<file path="config.mk">
export PLATFORM = sky130hd
export DESIGN_NAME = lrbo_front
export DESIGN_NICKNAME = d
export VERILOG_FILES = /design/src/rtl/lrbo_pkg.sv /design/src/rtl/lrbo_front.sv
export SDC_FILE = /design/constraint.sdc
export NUM_CORES = 1
export LEC_CHECK = 0
export ABC_AREA = 1
export ABC_CLOCK_PERIOD_IN_PS = 5140
export BUFFER_PORTS_ARGS = -buffer_cell sky130_fd_sc_hd__buf_4
export CAP_MARGIN = 20
export CORE_MARGIN = 2
export CORE_UTILIZATION = 55
export DETAILED_ROUTE_END_ITERATION = 6
export PLACE_DENSITY = 0.83
export SYNTH_ARGS = -nofsm -noshare
export SYNTH_HDL_FRONTEND = slang
export SYNTH_SLANG_ARGS = --single-unit
</file>
<file path="constraint.sdc">
create_clock -name clk_i -period 5.14 [get_ports clk_i]
set_input_delay 0.514 -clock clk_i [delete_from_list [all_inputs] [get_ports clk_i]]
set_output_delay 0.514 -clock clk_i [all_outputs]
set_load 0.03 [all_outputs]
</file>
<file path="src/rtl/lrbo_pkg.sv">
`default_nettype none
package lrbo_pkg;

  // Store geometry.
  localparam int unsigned BufferBytes = 4096;
  localparam int unsigned AddrW       = $clog2(BufferBytes);
  localparam int unsigned FillW       = AddrW + 1;

  // Read requests are limited to this many bytes.
  localparam int unsigned MaxRead = 64;
  localparam int unsigned CountW  = 7;

  // Depth of the command queue between the front and the back.
  localparam int unsigned QueueDepth = 2;
  localparam int unsigned QueuePtrW  = $clog2(QueueDepth);
  localparam int unsigned QueueCntW  = $clog2(QueueDepth + 1);

  // Input kinds.
  typedef enum logic {
    KIND_WRITE = 1'b0,
    KIND_READ  = 1'b1
  } kind_e;

  // Result status codes.
  typedef enum logic [2:0] {
    ST_WRITTEN = 3'd0,
    ST_DROPPED = 3'd1,
    ST_REFUSED = 3'd2,
    ST_READ    = 3'd3,
    ST_EMPTY   = 3'd4
  } status_e;

  // Back-end sequencer states.
  typedef enum logic {
    BK_IDLE  = 1'b0,
    BK_DRAIN = 1'b1
  } back_state_e;

  // One classified command as it travels through the queue.
  typedef struct packed {
    kind_e             kind;
    logic [7:0]        data_byte;
    logic [CountW-1:0] count;
  } cmd_t;

endpackage
`default_nettype wire

</file>
<file path="src/rtl/lrbo_front.sv">
`default_nettype none
module lrbo_front (
  input  wire                       clk_i,
  input  wire                       rst_ni,
  input  wire                       in_valid_i,
  output logic                      in_ready_o,
  input  wire                       kind_i,
  input  wire  [7:0]                data_byte_i,
  input  wire  [lrbo_pkg::CountW-1:0] read_count_i,
  output logic                      cmd_valid_o,
  input  wire                       cmd_pop_i,
  output lrbo_pkg::cmd_t            cmd_o
);
  import lrbo_pkg::*;

  cmd_t                 slot_q [QueueDepth];
  logic [QueuePtrW-1:0] wr_ptr_q, wr_ptr_d;
  logic [QueuePtrW-1:0] rd_ptr_q, rd_ptr_d;
  logic [QueueCntW-1:0] cnt_q, cnt_d;
  cmd_t                 cmd_new;
  logic                 push;
  logic                 pop;

  // Classify the incoming beat and saturate the read count.
  always_comb begin
    cmd_new.kind      = kind_e'(kind_i);
    cmd_new.data_byte = data_byte_i;
    if (read_count_i > CountW'(MaxRead)) begin
      cmd_new.count = CountW'(MaxRead);
    end else begin
      cmd_new.count = read_count_i;
    end
  end

  // Queue handshake on both sides.
  assign in_ready_o  = (cnt_q != QueueCntW'(QueueDepth));
  assign push        = in_valid_i && in_ready_o;
  assign cmd_valid_o = (cnt_q != '0);
  assign pop         = cmd_pop_i && cmd_valid_o;
  assign cmd_o       = slot_q[rd_ptr_q];

  // Pointer and occupancy update.
  always_comb begin
    wr_ptr_d = push ? wr_ptr_q + 1'b1 : wr_ptr_q;
    rd_ptr_d = pop ? rd_ptr_q + 1'b1 : rd_ptr_q;
    cnt_d    = cnt_q;
    if (push && !pop) begin
      cnt_d = cnt_q + 1'b1;
    end else if (pop && !push) begin
      cnt_d = cnt_q - 1'b1;
    end
  end

  always_ff @(posedge clk_i or negedge rst_ni) begin
    if (!rst_ni) begin
      wr_ptr_q <= '0;
      rd_ptr_q <= '0;
      cnt_q    <= '0;
    end else begin
      wr_ptr_q <= wr_ptr_d;
      rd_ptr_q <= rd_ptr_d;
      cnt_q    <= cnt_d;
    end
  end

  // Queue slots hold payload only.
  always_ff @(posedge clk_i) begin
    if (push) begin
      slot_q[wr_ptr_q] <= cmd_new;
    end
  end

endmodule
`default_nettype wire

</file>
==> run_results.csv <==
group,metric,value,unit
status,outcome,"finished clean",
placed_design,place_area,0.001778,sq mm
yosys,synthTopCellsByArea,"edfxtp_1 65%, nand2_1 13%, dfrtp_1 6.7%",
detailed_routing,initialDrtViolationCount,16,
sta,setup_tns,0,ns
global_route,grt_max_degree,18,
yosys,synthFlopType,"edfxtp_1",
floorplanning,io-pin-count,38,
placed_design,dpl.hpwl,1856,um
worst_hold_path,hold_class,"in2reg",
sta,hold_ws,0.3517,ns
sta,timing.final.crit_period,2.113,ns
power_and_ir_drop,leakage,0.8418,nW
critical_path,crit_buf_inv,2,
placed_design,place_ws,3.404,ns
critical_path,r2r-end,"cnt_q[1]",
global_route,antenna_found_initial,0,
critical_path,start_kind,"register",
critical_path,critical-path-max-stage-delay,0.71,ns
power_and_ir_drop,power_density,591.1,mW/mm^2
clock_tree,cts_tree,"built",
floorplanning,start_util,59.03,%
critical_path,critPathSlowestCell,"dfrtp_1",
sta,relSlewSlack,62.20,%
clock_tree,clockRootBuffer,"clkbuf_4",
yosys,synth_seq_area_share,71.26,%
critical_path,worstSetupPathType,"reg2out",
power_and_ir_drop,irDropWorstVdd,0.4039,mV
global_route,overflow,0,
critical_path,crit_fanout,17,
critical_path,reg2reg_slack,3.73,ns
clock_tree,cts_num_sinks,36,
detailed_routing,drt-wirelength-per-cell,12.94,um
final_layout,drive_above_1_share,32.16,%
final_layout,nets,191,
sta,tightest_slew,0.5670,ns
placed_design,gp_routability_congestion,0.6832,
final_layout,fin_area,0.001838,sq mm
sta,drv_slew,0,
clock_tree,max-clock-path-buffers,2,
critical_path,cp_top_family,"flip-flops",
clock_tree,numCtsBuffers,5,
clock_tree,insertion_delay,0.34,ns
detailed_routing,routed_via_density,4.846,
detailed_routing,drc_errors,0,
placed_design,portBuffers,37,
floorplanning,die_w,56.03,um
sta,hold_violations,0,
yosys,synth_area,0.001489,sq mm
yosys,syn_nets,149,
final_layout,antenna_cells,0,
clock_tree,cts.clk_slew.worst_paths,0.10,ns
yosys,yosys.area.top_type,"edfxtp_1",
sta,setup_slack,3.027,ns
critical_path,cpMostUsedCell,"nand2_1",
yosys,ys_top_cells_by_count,"52 x nand2_1, 32 x edfxtp_1, 9 x inv_1",
yosys,synthDistinctLibCells,20,
yosys,synthDominantCellAreaShare,64.54,%
worst_hold_path,holdCritStartpoint,"data_byte_i[2]",
critical_path,endpoint_kind,"output port",
detailed_routing,dr.pass1.iters,4,
yosys,yosys_warnings,0,
clock_tree,ctsResizeCount,0,
global_route,grt_pass1_vias,962,
clock_tree,post_cts.repair.setup_buffers,0,
detailed_routing,totalWireLength,2601,um
global_route,track_usage,18.59,%
final_layout,syn_to_final_growth,23.45,%
detailed_routing,ant_nets,0,
worst_hold_path,hold_depth,1,
yosys,syn_inst,128,
floorplanning,rows,18,
power_and_ir_drop,fin_total_pwr,1.086,mW
clock_tree,hold_buffers,1,
sta,rsz0062_at_grt,"false",
yosys,yosysMostFrequentCell,"nand2_1",
global_route,grt_first_pass_wirelength,4215,um
critical_path,r2r_cells,9,
yosys,synth_async_sr_flop_share,11.11,%
run,maxCapViolCount,0,
floorplanning,die-area,0.003139,sq mm
critical_path,cp_cell_sequence,"inv_4, nand2_1, nand2_1, buf_4",
detailed_routing,vias,974,
yosys,ys_ff_latch,36,
worst_hold_path,hold_end,"slot_q[1][9]",
floorplanning,coreArea,0.002522,sq mm
critical_path,r2r-start,"cnt_q[0]",
critical_path,required,4.63,ns
yosys,synth.avg_cell_area,11.63,sq um
sta,post-route-period-util,41.11,%
sta,max_freq,473.2,MHz
yosys,synth-edff-count,32,
sta,finalSetupViolations,0,
critical_path,cp.arrival,1.60,ns
clock_tree,htreeDepth,2,
sta,skew,0.008852,ns
floorplanning,die_y,56.03,um
## sequential cells by signal, indices dropped and copies added (netlist names)
signal	count
cnt_q	2
rd_ptr_q	1
wr_ptr_q	1
slot_q	32
## power by group
group | internal (mW) | switching [mW] | total, mW | leakage, nW
Clock | 0.0532 | 0.0863 | 0.140 | 0.0293
Combinational | 0.169 | 0.326 | 0.495 | 0.466
Sequential | 0.403 | 0.0483 | 0.452 | 0.347
Total | 0.626 | 0.461 | 1.09 | 0.842
## placed cells by master (no fill, tap or decap), drive strengths merged
cell	count
clkinv	1
nand3	2
clkbuf	7
xor2	1
nand4	1
inv	13
xnor2	1
ha	1
a21oi	2
buf	38
dlygate4sd3	1
nand2	56
nor2	11
edfxtp	32
dfrtp	4
## stage by stage
| stage | instances | util, % |
|---|---|---|
| 6_report | 201 | 72.87 |
| 2_1_floorplan | 128 | - |
| 4_1_cts | 201 | 72.87 |
| 5_1_grt | 201 | 72.87 |
| 3_5_place_dp | 192 | 70.49 |
| 3_3_place_gp | 192 | 70.49 |
## kinds of logic (layout without fill, tap and decap cells)
kind of cell | count (synthesis) | in the layout | share of synthesized area (%)
AO/OA/AOI/OAI | 2 | 2 | 0.6723
adder cells (fa/ha/maj) | 1 | 1 | 0.8402
XOR/XNOR | 2 | 2 | 1.177
AND/OR/NAND/NOR | 70 | 70 | 20.17
buffers and inverters | 17 | 60 | 5.882
flip-flops | 36 | 36 | 71.26
## worst max path at each step
stage / from / to / slack (ns) / cells past startpoint
after CTS: rd_ptr_q / cmd_o[13] / 3.01 / 4
after global placement: rd_ptr_q / cmd_o[6] / 3.43 / 4
after global routing: rd_ptr_q / cmd_o[13] / 2.91 / 4
after detailed placement: rd_ptr_q / cmd_o[13] / 3.40 / 4
after floorplan: cnt_q[0] / slot_q[0][0] / 3.40 / 4
final: rd_ptr_q / cmd_o[13] / 3.03 / 4
## routing by layer
metal | up-vias | GRT usage [%] | part of all wire, %
met5 | - | 0 | 0
met4 | 0 | 7.483 | 1.6
met3 | 6 | 7.209 | 5.8
met2 | 29 | 32.61 | 54
met1 | 440 | 19.97 | 39
li1 | 499 | - | -
## layout make-up
class / instances / area, sq um
well taps: 30 / 37.54
clock buffers: 7 / 45.04
clock inverters: 1 / 5.005
multi-input cells: 75 / 340.3
inverters: 13 / 53.80
repair buffers: 39 / 295.3
flip-flops and latches: 36 / 1061
fillers: 184 / 684.4
No activity file was read; power rests on OpenSTA's default activity.
